===== config.mk =====
export PLATFORM = sky130hd
export DESIGN_NAME = limit_switch_motor_controller_unit
export DESIGN_NICKNAME = d
export VERILOG_FILES = /design/src/hw/rtl/lsmc_pkg.sv /design/src/hw/rtl/limit_switch_motor_controller_unit.sv /design/src/hw/rtl/lsmc_cfg_regs.sv /design/src/hw/rtl/lsmc_ctrl.sv
export VERILOG_INCLUDE_DIRS = /design/src /design/src/hw/rtl
export SDC_FILE = /design/constraint.sdc
export NUM_CORES = 1
export LEC_CHECK = 0
export BUFFER_PORTS_ARGS = -buffer_cell sky130_fd_sc_hd__buf_2
export CAP_MARGIN = 10
export CORE_UTILIZATION = 30
export DETAILED_ROUTE_END_ITERATION = 10
export SYNTH_ARGS = -nofsm -noshare
export SYNTH_HDL_FRONTEND = slang
export SYNTH_SLANG_ARGS = --single-unit

===== constraint.sdc =====
create_clock -name clk_i -period 10.4 [get_ports clk_i]
set_input_delay 0.52 -clock clk_i [delete_from_list [all_inputs] [get_ports clk_i]]
set_output_delay 0.52 -clock clk_i [all_outputs]
set_load 0.02 [all_outputs]

===== src/hw/rtl/limit_switch_motor_controller_unit_defines.svh =====
// Assertion macros for the limit switch motor controller.
`ifndef LIMIT_SWITCH_MOTOR_CONTROLLER_UNIT_DEFINES_SVH
`define LIMIT_SWITCH_MOTOR_CONTROLLER_UNIT_DEFINES_SVH

`ifndef SYNTHESIS

// Property must hold on every clock edge out of reset.
`define LSMC_ASSERT(label, clk, rst_n, prop) \
  label: assert property (@(posedge clk) disable iff (!(rst_n)) (prop)) \
    else $error("lsmc assertion failed");

// Condition must never be seen on a clock edge out of reset.
`define LSMC_ASSERT_NEVER(label, clk, rst_n, cond) \
  label: assert property (@(posedge clk) disable iff (!(rst_n)) !(cond)) \
    else $error("lsmc forbidden condition seen");

`else

`define LSMC_ASSERT(label, clk, rst_n, prop)
`define LSMC_ASSERT_NEVER(label, clk, rst_n, cond)

`endif

`endif


===== src/hw/rtl/lsmc_pkg.sv =====
// Types and constants shared by the limit switch motor controller modules.
`default_nettype none

package lsmc_pkg;

  // Request commands
  typedef enum logic [2:0] {
    CMD_STEP           = 3'd0,
    CMD_TICK_10MS      = 3'd1,
    CMD_TICK_100MS     = 3'd2,
    CMD_PRESET_STRETCH = 3'd3,
    CMD_PRESET_ELAPSED = 3'd4
  } lsmc_cmd_e;

  // Run modes
  typedef enum logic [2:0] {
    MODE_IDLE          = 3'd0,
    MODE_IN            = 3'd1,
    MODE_RESET         = 3'd2,
    MODE_STRETCH_RESET = 3'd3,
    MODE_OUT           = 3'd4,
    MODE_STRETCH_OUT   = 3'd5,
    MODE_MANUAL_OUT    = 3'd6,
    MODE_TEST_OUT      = 3'd7
  } lsmc_mode_e;

  // Stop reasons
  typedef enum logic [3:0] {
    STAT_RUN        = 4'd0,
    STAT_AT_IN      = 4'd1,
    STAT_AT_FOOT    = 4'd2,
    STAT_AT_OUT     = 4'd3,
    STAT_ANGLE      = 4'd4,
    STAT_GROUND     = 4'd5,
    STAT_FOOT_LEFT  = 4'd6,
    STAT_IDLE       = 4'd7,
    STAT_STRETCH_TO = 4'd8
  } lsmc_status_e;

  // Sticky end position
  typedef enum logic [1:0] {
    END_NONE = 2'd0,
    END_IN   = 2'd1,
    END_OUT  = 2'd2
  } lsmc_end_e;

  // Configuration register indexes
  typedef enum logic [2:0] {
    CFG_FOOT_DWELL     = 3'd0,
    CFG_IN_TIMEOUT     = 3'd1,
    CFG_STRETCH_IN_TO  = 3'd2,
    CFG_FOOT_LEAVE_TO  = 3'd3,
    CFG_STRETCH_OUT_TM = 3'd4
  } lsmc_cfg_idx_e;

  localparam int unsigned CfgIdxW  = 3;
  localparam int unsigned CfgDataW = 16;

  // Register reset values
  localparam logic [15:0] FootDwellRst      = 16'd100;
  localparam logic [15:0] InTimeoutRst      = 16'd2000;
  localparam logic [15:0] StretchInTimeoRst = 16'd1300;
  localparam logic [7:0]  FootLeaveRst      = 8'd20;
  localparam logic [15:0] StretchOutRst     = 16'd20;

  localparam logic [15:0] CntMax = 16'hFFFF;

  // Pending tick flags
  localparam int unsigned PendDuty  = 0;
  localparam int unsigned PendTime  = 1;
  localparam int unsigned PendDwell = 2;
  localparam logic [2:0]  PendAll   = 3'b111;

  typedef struct packed {
    logic [2:0]  cmd;
    logic [2:0]  mode;
    logic [7:0]  speed;
    logic        in_limit;
    logic        out_limit;
    logic        foot_on;
    logic        angle_on;
    logic        ground_on;
    logic        person_present;
    logic [15:0] preset_value;
  } lsmc_req_t;

  typedef struct packed {
    logic [3:0] status;
    logic       direction_in;
    logic       power_on;
    logic [8:0] duty;
  } lsmc_res_t;

  typedef struct packed {
    logic [15:0] foot_dwell_ticks;
    logic [15:0] in_timeout_ticks;
    logic [15:0] stretch_in_timeout_ticks;
    logic [7:0]  foot_leave_timeout;
    logic [15:0] stretch_out_time;
  } lsmc_cfg_t;

endpackage

`default_nettype wire


===== src/hw/rtl/limit_switch_motor_controller_unit.sv =====
// Limit switch motor controller: top level with request and result registers.
//
// Usage:
//   Requests arrive on in_req_i under in_valid_i / in_stall_o and are taken
//   at a clock edge with valid high and stall low. Each request gives exactly
//   one result on out_res_o under out_valid_o / out_stall_i.
//   A request lands in the input register at the edge it is taken; it is
//   evaluated against the controller state and loaded into the result
//   register at an edge where the result register is free.
//   Throughput is one request per cycle while the receiver does not stall;
//   the single pass of decision logic between the two registers sets that figure.
//   When the receiver stalls, the result register holds its contents and
//   one more request may wait in the input register; in_stall_o rises only
//   when both are full and the result is still stalled.
//   Configuration is written through cfg_we_i / cfg_idx_i / cfg_wdata_i at
//   any edge with the write enable high; it should be changed while idle.
//   Reset (rst_ni low, asynchronous) empties both registers, restores the
//   register defaults and clears all timers, flags and the duty.
`default_nettype none

`include "limit_switch_motor_controller_unit_defines.svh"

module limit_switch_motor_controller_unit #(
  parameter int unsigned PWM_TOP = 256
) (
  input  wire logic                          clk_i,
  input  wire logic                          rst_ni,
  input  wire logic                          in_valid_i,
  output      logic                          in_stall_o,
  input  wire lsmc_pkg::lsmc_req_t           in_req_i,
  output      logic                          out_valid_o,
  input  wire logic                          out_stall_i,
  output lsmc_pkg::lsmc_res_t                out_res_o,
  input  wire logic                          cfg_we_i,
  input  wire logic [lsmc_pkg::CfgIdxW-1:0]  cfg_idx_i,
  input  wire logic [lsmc_pkg::CfgDataW-1:0] cfg_wdata_i
);
  import lsmc_pkg::*;

  logic      in_valid_q, in_valid_d;
  lsmc_req_t in_req_q;
  logic      out_valid_q, out_valid_d;
  lsmc_res_t out_res_q;
  lsmc_res_t res;
  lsmc_cfg_t cfg;
  logic      out_free;
  logic      fire;
  logic      take;

  lsmc_cfg_regs u_cfg (
    .clk_i       (clk_i),
    .rst_ni      (rst_ni),
    .cfg_we_i    (cfg_we_i),
    .cfg_idx_i   (cfg_idx_i),
    .cfg_wdata_i (cfg_wdata_i),
    .cfg_o       (cfg)
  );

  lsmc_ctrl #(
    .PWM_TOP (PWM_TOP)
  ) u_ctrl (
    .clk_i  (clk_i),
    .rst_ni (rst_ni),
    .step_i (fire),
    .req_i  (in_req_q),
    .cfg_i  (cfg),
    .res_o  (res)
  );

  // Handshake: result register frees when empty or being taken
  assign out_free   = !out_valid_q || !out_stall_i;
  assign fire       = in_valid_q && out_free;
  assign in_stall_o = in_valid_q && !out_free;
  assign take       = in_valid_i && !in_stall_o;

  always_comb begin
    in_valid_d = in_valid_q;
    if (take)      in_valid_d = 1'b1;
    else if (fire) in_valid_d = 1'b0;
  end

  always_comb begin
    out_valid_d = out_valid_q;
    if (fire)             out_valid_d = 1'b1;
    else if (!out_stall_i) out_valid_d = 1'b0;
  end

  // Control flags
  always_ff @(posedge clk_i or negedge rst_ni) begin
    if (!rst_ni) begin
      in_valid_q  <= 1'b0;
      out_valid_q <= 1'b0;
    end else begin
      in_valid_q  <= in_valid_d;
      out_valid_q <= out_valid_d;
    end
  end

  // Payload registers
  always_ff @(posedge clk_i) begin
    if (take) in_req_q <= in_req_i;
    if (fire) out_res_q <= res;
  end

  assign out_valid_o = out_valid_q;
  assign out_res_o   = out_res_q;

  // A waiting request moves on whenever the result register is empty
  `LSMC_ASSERT(a_fire_when_free, clk_i, rst_ni, (in_valid_q && !out_valid_q) |=> out_valid_q)
  // The input side is held off only while both registers are full
  `LSMC_ASSERT(a_stall_only_full, clk_i, rst_ni, in_stall_o |-> (in_valid_q && out_valid_q))
  // Soft start never goes beyond the 8-bit speed range
  `LSMC_ASSERT_NEVER(a_duty_range, clk_i, rst_ni, out_valid_q && out_res_q.duty[8])
  // Requests other than steps (timer, preset, spare codes) report a running status
  `LSMC_ASSERT(a_tick_status, clk_i, rst_ni,
               (fire && in_req_q.cmd != CMD_STEP) |=> (out_res_q.status == STAT_RUN))

endmodule

`default_nettype wire


===== src/hw/rtl/lsmc_cfg_regs.sv =====
// Configuration register file of the limit switch motor controller.
`default_nettype none

module lsmc_cfg_regs (
  input  wire logic                           clk_i,
  input  wire logic                           rst_ni,
  input  wire logic                           cfg_we_i,
  input  wire logic [lsmc_pkg::CfgIdxW-1:0]   cfg_idx_i,
  input  wire logic [lsmc_pkg::CfgDataW-1:0]  cfg_wdata_i,
  output lsmc_pkg::lsmc_cfg_t                 cfg_o
);
  import lsmc_pkg::*;

  lsmc_cfg_t cfg_q, cfg_d;

  // Decode the write; unknown indexes are dropped
  always_comb begin
    cfg_d = cfg_q;
    if (cfg_we_i) begin
      case (cfg_idx_i)
        CFG_FOOT_DWELL:     cfg_d.foot_dwell_ticks         = cfg_wdata_i;
        CFG_IN_TIMEOUT:     cfg_d.in_timeout_ticks         = cfg_wdata_i;
        CFG_STRETCH_IN_TO:  cfg_d.stretch_in_timeout_ticks = cfg_wdata_i;
        CFG_FOOT_LEAVE_TO:  cfg_d.foot_leave_timeout       = cfg_wdata_i[7:0];
        CFG_STRETCH_OUT_TM: cfg_d.stretch_out_time         = cfg_wdata_i;
        default: ;
      endcase
    end
  end

  always_ff @(posedge clk_i or negedge rst_ni) begin
    if (!rst_ni) begin
      cfg_q.foot_dwell_ticks         <= FootDwellRst;
      cfg_q.in_timeout_ticks         <= InTimeoutRst;
      cfg_q.stretch_in_timeout_ticks <= StretchInTimeoRst;
      cfg_q.foot_leave_timeout       <= FootLeaveRst;
      cfg_q.stretch_out_time         <= StretchOutRst;
    end else begin
      cfg_q <= cfg_d;
    end
  end

  assign cfg_o = cfg_q;

endmodule

`default_nettype wire


===== src/hw/rtl/lsmc_ctrl.sv =====
// Controller state and single-pass decision logic for one request.
`default_nettype none

module lsmc_ctrl #(
  parameter int unsigned PWM_TOP = 256
) (
  input  wire logic          clk_i,
  input  wire logic          rst_ni,
  input  wire logic          step_i,
  input  wire lsmc_pkg::lsmc_req_t req_i,
  input  wire lsmc_pkg::lsmc_cfg_t cfg_i,
  output lsmc_pkg::lsmc_res_t res_o
);
  import lsmc_pkg::*;

  localparam logic [8:0] HalfTop = 9'(PWM_TOP / 2);

  logic [2:0]   last_mode_q, last_mode_d;
  lsmc_end_e    end_pos_q, end_pos_d;
  logic [15:0]  dwell_q, dwell_d;
  logic [15:0]  in_timer_q, in_timer_d;
  logic [15:0]  sin_timer_q, sin_timer_d;
  logic [15:0]  elapsed_q, elapsed_d;
  logic [2:0]   pend_q, pend_d;
  logic [8:0]   duty_q, duty_d;
  logic         phase_q, phase_d;
  lsmc_status_e status;
  logic         run;
  logic         done;
  logic [7:0]   target;

  // Next state and stop reason for the request in hand
  always_comb begin
    last_mode_d = last_mode_q;
    end_pos_d   = end_pos_q;
    dwell_d     = dwell_q;
    in_timer_d  = in_timer_q;
    sin_timer_d = sin_timer_q;
    elapsed_d   = elapsed_q;
    pend_d      = pend_q;
    duty_d      = duty_q;
    phase_d     = phase_q;
    status      = STAT_RUN;
    run         = 1'b0;
    done        = 1'b0;
    target      = 8'd0;

    case (req_i.cmd)
      CMD_TICK_10MS: pend_d = PendAll;
      CMD_TICK_100MS: begin
        if (elapsed_q != CntMax) elapsed_d = elapsed_q + 16'd1;
      end
      CMD_PRESET_STRETCH: sin_timer_d = req_i.preset_value;
      CMD_PRESET_ELAPSED: elapsed_d   = req_i.preset_value;
      CMD_STEP: begin
        // a mode change forgets the end position
        if (last_mode_q != req_i.mode) begin
          last_mode_d = req_i.mode;
          end_pos_d   = END_NONE;
        end
        case (req_i.mode)
          MODE_IN, MODE_RESET, MODE_STRETCH_RESET: begin
            if (req_i.in_limit || end_pos_d == END_IN) begin
              end_pos_d = END_IN;
              status    = STAT_AT_IN;
            end else begin
              if (req_i.mode == MODE_IN) begin
                // foot dwell, then the inward timeout
                if (req_i.foot_on && pend_d[PendDwell]) begin
                  if (dwell_d != CntMax) dwell_d = dwell_d + 16'd1;
                  pend_d[PendDwell] = 1'b0;
                end
                if (req_i.foot_on && dwell_d >= cfg_i.foot_dwell_ticks) begin
                  dwell_d = 16'd0;
                  status  = STAT_AT_FOOT;
                  done    = 1'b1;
                end else begin
                  if (in_timer_d < cfg_i.in_timeout_ticks && pend_d[PendTime]) begin
                    pend_d[PendTime] = 1'b0;
                    in_timer_d       = in_timer_d + 16'd1;
                  end
                  if (in_timer_d >= cfg_i.in_timeout_ticks) begin
                    dwell_d = 16'd0;
                    status  = STAT_AT_FOOT;
                    done    = 1'b1;
                  end
                end
              end else if (req_i.mode == MODE_STRETCH_RESET) begin
                if (sin_timer_d < cfg_i.stretch_in_timeout_ticks && pend_d[PendTime]) begin
                  pend_d[PendTime] = 1'b0;
                  sin_timer_d      = sin_timer_d + 16'd1;
                end
                if (sin_timer_d >= cfg_i.stretch_in_timeout_ticks) begin
                  dwell_d = 16'd0;
                  status  = STAT_AT_FOOT;
                  done    = 1'b1;
                end
              end
              if (!done) begin
                end_pos_d = END_NONE;
                phase_d   = 1'b1;
                run       = 1'b1;
              end
            end
          end
          MODE_OUT, MODE_STRETCH_OUT, MODE_MANUAL_OUT, MODE_TEST_OUT: begin
            if (req_i.out_limit || end_pos_d == END_OUT) begin
              end_pos_d = END_OUT;
              status    = STAT_AT_OUT;
              if (req_i.mode == MODE_MANUAL_OUT) in_timer_d = 16'd0;
            end else begin
              if (req_i.mode == MODE_MANUAL_OUT) begin
                if (req_i.ground_on) begin
                  status = STAT_GROUND;
                  done   = 1'b1;
                end else if (req_i.angle_on) begin
                  status = STAT_ANGLE;
                  done   = 1'b1;
                end
              end else if (req_i.mode != MODE_TEST_OUT) begin
                if (req_i.angle_on) begin
                  status = STAT_ANGLE;
                  done   = 1'b1;
                end else if (req_i.ground_on) begin
                  status = STAT_GROUND;
                  done   = 1'b1;
                end else begin
                  // foot seen: flagged while the motor keeps running
                  if (req_i.foot_on) status = STAT_AT_FOOT;
                  if (req_i.mode == MODE_OUT) begin
                    if (!req_i.foot_on &&
                        elapsed_d > {8'd0, cfg_i.foot_leave_timeout}) begin
                      status = STAT_FOOT_LEFT;
                      done   = 1'b1;
                    end
                  end else if (req_i.person_present) begin
                    if (!req_i.foot_on) begin
                      status = STAT_FOOT_LEFT;
                      done   = 1'b1;
                    end
                  end else if (elapsed_d > cfg_i.stretch_out_time) begin
                    status = STAT_STRETCH_TO;
                    done   = 1'b1;
                  end
                  if (!done) in_timer_d = 16'd0;
                end
              end
              if (!done) begin
                end_pos_d = END_NONE;
                phase_d   = 1'b0;
                run       = 1'b1;
              end
            end
          end
          default: begin
            end_pos_d  = END_NONE;
            in_timer_d = 16'd0;
            status     = STAT_IDLE;
          end
        endcase

        // soft start: jump to half scale, then one per duty tick
        target = run ? req_i.speed : 8'd0;
        if (target == 8'd0) begin
          duty_d = 9'd0;
        end else if (pend_d[PendDuty]) begin
          pend_d[PendDuty] = 1'b0;
          if (duty_d < {1'b0, target}) begin
            if (duty_d < HalfTop) duty_d = HalfTop;
            else                  duty_d = duty_d + 9'd1;
          end
        end
      end
      default: ;
    endcase
  end

  // State update on each request evaluated
  always_ff @(posedge clk_i or negedge rst_ni) begin
    if (!rst_ni) begin
      last_mode_q <= MODE_IDLE;
      end_pos_q   <= END_NONE;
      dwell_q     <= 16'd0;
      in_timer_q  <= 16'd0;
      sin_timer_q <= 16'd0;
      elapsed_q   <= 16'd0;
      pend_q      <= 3'd0;
      duty_q      <= 9'd0;
      phase_q     <= 1'b0;
    end else if (step_i) begin
      last_mode_q <= last_mode_d;
      end_pos_q   <= end_pos_d;
      dwell_q     <= dwell_d;
      in_timer_q  <= in_timer_d;
      sin_timer_q <= sin_timer_d;
      elapsed_q   <= elapsed_d;
      pend_q      <= pend_d;
      duty_q      <= duty_d;
      phase_q     <= phase_d;
    end
  end

  // Result as it stands after the request
  always_comb begin
    res_o.status       = status;
    res_o.direction_in = phase_d;
    res_o.power_on     = (duty_d != 9'd0);
    res_o.duty         = duty_d;
  end

endmodule

`default_nettype wire


==> flow_summary.toml <==
[clock_tree]
post_cts_buffers = 0
numCtsBuffers = 26
holdBufCountCts = 0
cts.sinks = 207
clk_latency_ns = 0.55
clkTransAtPathRegs_ns = 0.06
cts_resized = 0
cts_tree = "built"
cts-root-buf = "clkbuf_16"
ctsLongestPathBuffers = 3
htreeDepth = 1

[timing]
fin_worst_skew_ns = 0.0102
finalHoldWorstSlack_ns = 0.0336
worstMarginPinSlew_ns = 1.19
final.setup.tns_ns = 0
rsz0062_at_grt = "no"
hold_violations = 0
maxSlewHeadroom_pct = 20.9
timing.final.crit_share_pct = 83.8
fmax_mhz = 115
finalSetupViolations = 0
post-route-min-period_ns = 8.72
maxSlewViolCount = 0

[worst_setup_path]
end_kind = "flip-flop"
cp_max_fo = 14
critPathMostFrequentCell = "a21o_1"
cpPeakStageDelay_ns = 0.91
critPathKind = "flip-flop to flip-flop"
slowest_stage = "a21oi_1"
required_ns = 10.68
cpLargestDelayFamily = "compound AO/OA/AOI/OAI gates"
arrival_ns = 8.99
cp.depth = 30
timing.critical_path.buf_inv = 0
ff2ff_setup_slack_ns = 1.68
start_kind = "flip-flop"
worstRegToRegCells = 30

[synthesis]
synth_cells = 1356
ys_ff_latch = 207
async_reset_ff_share_pct = 75.4
synth_fp_nets = 1530
yosys_warnings = 0
synth_edf_count = 51
ys_types = 73
syn_area_mm2 = 0.0126
synthFlopType = "dfrtp_1"
seq_area_frac_synth_pct = 43.3
postSynthAreaPerCell_um2 = 9.30

[grt]
grt_usage_pct = 16.4
grt_pass1_wl_mm = 55.1
antenna_found_initial = 1
grt_max_degree = 84
gr-total-overflow = 0
grt_pass1_vias = 9968

[route]
drc = 2
antenna_left = 0
wl_per_cell_um = 17.6
routed_wl_mm = 34.7
vias = 10400
drt_iter0_markers = 913
viasPerCell = 5.30
drtPass1Iterations = 8

[power]
finalPower_mw = 2.85
combPwrFrac_pct = 25.2
total_leakage_power_nw = 6.34
ir_worst_vdd_v = 0.000114
seq_power_share_pct = 38.7
p_sw_share_pct = 31.7
p_switching_mw = 0.905
p_per_area_mw_per_mm2 = 196
cellInternalPower_mw = 1.95
power_frac_clock_pct = 36.1

[final_layout]
fin_util_pct = 35.4
final-seq-area_mm2 = 0.00546
layout-drive-gt1-share_pct = 12.7
area_delta_synth_final_pct = 15.6
antenna_cells = 0
fin_cells = 1969
fin_nets = 1591
final_common_cell = "nand2_1"
num-fill-cells = 4168
multiInputGateArea_mm2 = 0.00664
most-common-layout-cells = "nand2_1, dfrtp_1, o21ai_0"

[die]
io_pins = 77
die_area_mm2 = 0.0428
dieHeight_um = 207
start_util_pct = 30.7
die_x_um = 207
rows = 74
core_area_mm2 = 0.0411

[status]
violations = "design-rule violations"
status = "complete, but fails checks"

[placement]
place.gp.congestion = 0.874
placedCellCount = 1920
port_buffers = 76
dp_hpwl_mm = 25.3

[run]
drv_cap = 0

[worst_hold_path]
min_path_type = "input pin to async pin"
[layout make-up]
class,count,area share [%]
Clock buffer,36,5.07
Clock inverter,12,1.62
Inverter,94,2.42
Multi-Input combinational cell,1001,45.6
Sequential cell,207,37.4
Tap cell,532,4.57
Timing Repair Buffer,87,3.27
[power by group through the flow]
| stage | Combinational (mW) | Clock, mW | Sequential [mW] |
|---|---|---|---|
| 2_1_floorplan | 0.532 | 0 | 1.07 |
| 3_3_place_gp | 0.695 | 0 | 1.11 |
| 3_5_place_dp | 0.716 | 0 | 1.12 |
| 4_1_cts | 0.720 | 1.06 | 1.10 |
| 5_1_grt | 0.829 | 1.09 | 1.12 |
| 6_report | 0.719 | 1.03 | 1.10 |
[metal layers]
layer	GRT usage (%)	share of wire, %
met4	5.81	2.8
met3	2.42	5.9
met5	0	0
met2	26.0	46
met1	22.6	46
[worst register-to-register path, delay by kind of cell, from the launching register on]
kind,cells,cell delay [ns]
AOI/OAI and AO/OA,18,4.73
xor gates and xnor gates,1,0.25
adders and majority gates,3,0.84
DFF,1,0.44
and+or+nand+nor,8,2.18
[metrics by stage]
step	instance area (um^2)	setup slack, ns
finish	14600	1.68
detailed placement	13600	1.82
global placement	13600	2.01
CTS	14600	1.76
global route	14600	1.17
floorplan	12600	2.79
[kinds of logic after synthesis]
group           after synthesis  synth area share [%]
simple gates                427                  16.6
compound gates              399                  19.8
flops                       207                  43.3
buf+inv                     148                  4.49
fa+ha+maj                   114                  11.3
xor+xnor                     44                  3.06
mux                          17                  1.50
[path summary, 6_finish.rpt]
kind	end	start
worst max-delay path	out_res_o[9]$_DFFE_PP_	u_ctrl.sin_timer_q[1]$_DFFE_PN0P_
worst min-delay path	u_cfg.cfg_o[45]$_DFFE_PN0P_	rst_ni
worst max register to register	out_res_o[9]$_DFFE_PP_	u_ctrl.sin_timer_q[1]$_DFFE_PN0P_
worst min register to register	u_ctrl.last_mode_q[1]$_DFFE_PN0P_	u_ctrl.last_mode_q[1]$_DFFE_PN0P_
max in group asynchronous	u_ctrl.elapsed_q[8]$_DFFE_PN0P_	rst_ni
min in group clk_i	in_req_q[1]$_DFFE_PP_	in_req_i[1]
[flip-flops by register name, summed over array words and instances, names as in the netlist]
register / flops
in_req_q: 36
u_ctrl.dwell_q: 16
out_valid_o: 1
u_ctrl.end_pos_q: 2
out_res_o: 15
u_ctrl.elapsed_q: 16
u_ctrl.sin_timer_q: 16
in_valid_q: 1
u_ctrl.in_timer_q: 16
u_ctrl.last_mode_q: 3
u_cfg.cfg_o: 72
u_ctrl.phase_q: 1
u_ctrl.pend_q: 3
u_ctrl.duty_q: 9
[Yosys cell counts (all sizes together) (17+ instances only)]
master    n  area [um^2]
nand2   178          668
dfrtp   139         3480
o21ai   139          696
ha      114         1430
inv      94          353
a21oi    86          430
nor2     57          214
edfxtp   51         1530
clkbuf   48          180
nand3    48          240
xnor2    33          289
nor3     22          110
o22ai    22          138
o31ai    22          165
a211oi   19          143
a21o     19          143
nand4    19          134
a31oi    18          128
and3     18          114
dfstp    17          447
Power figures use the tool's default switching activity.
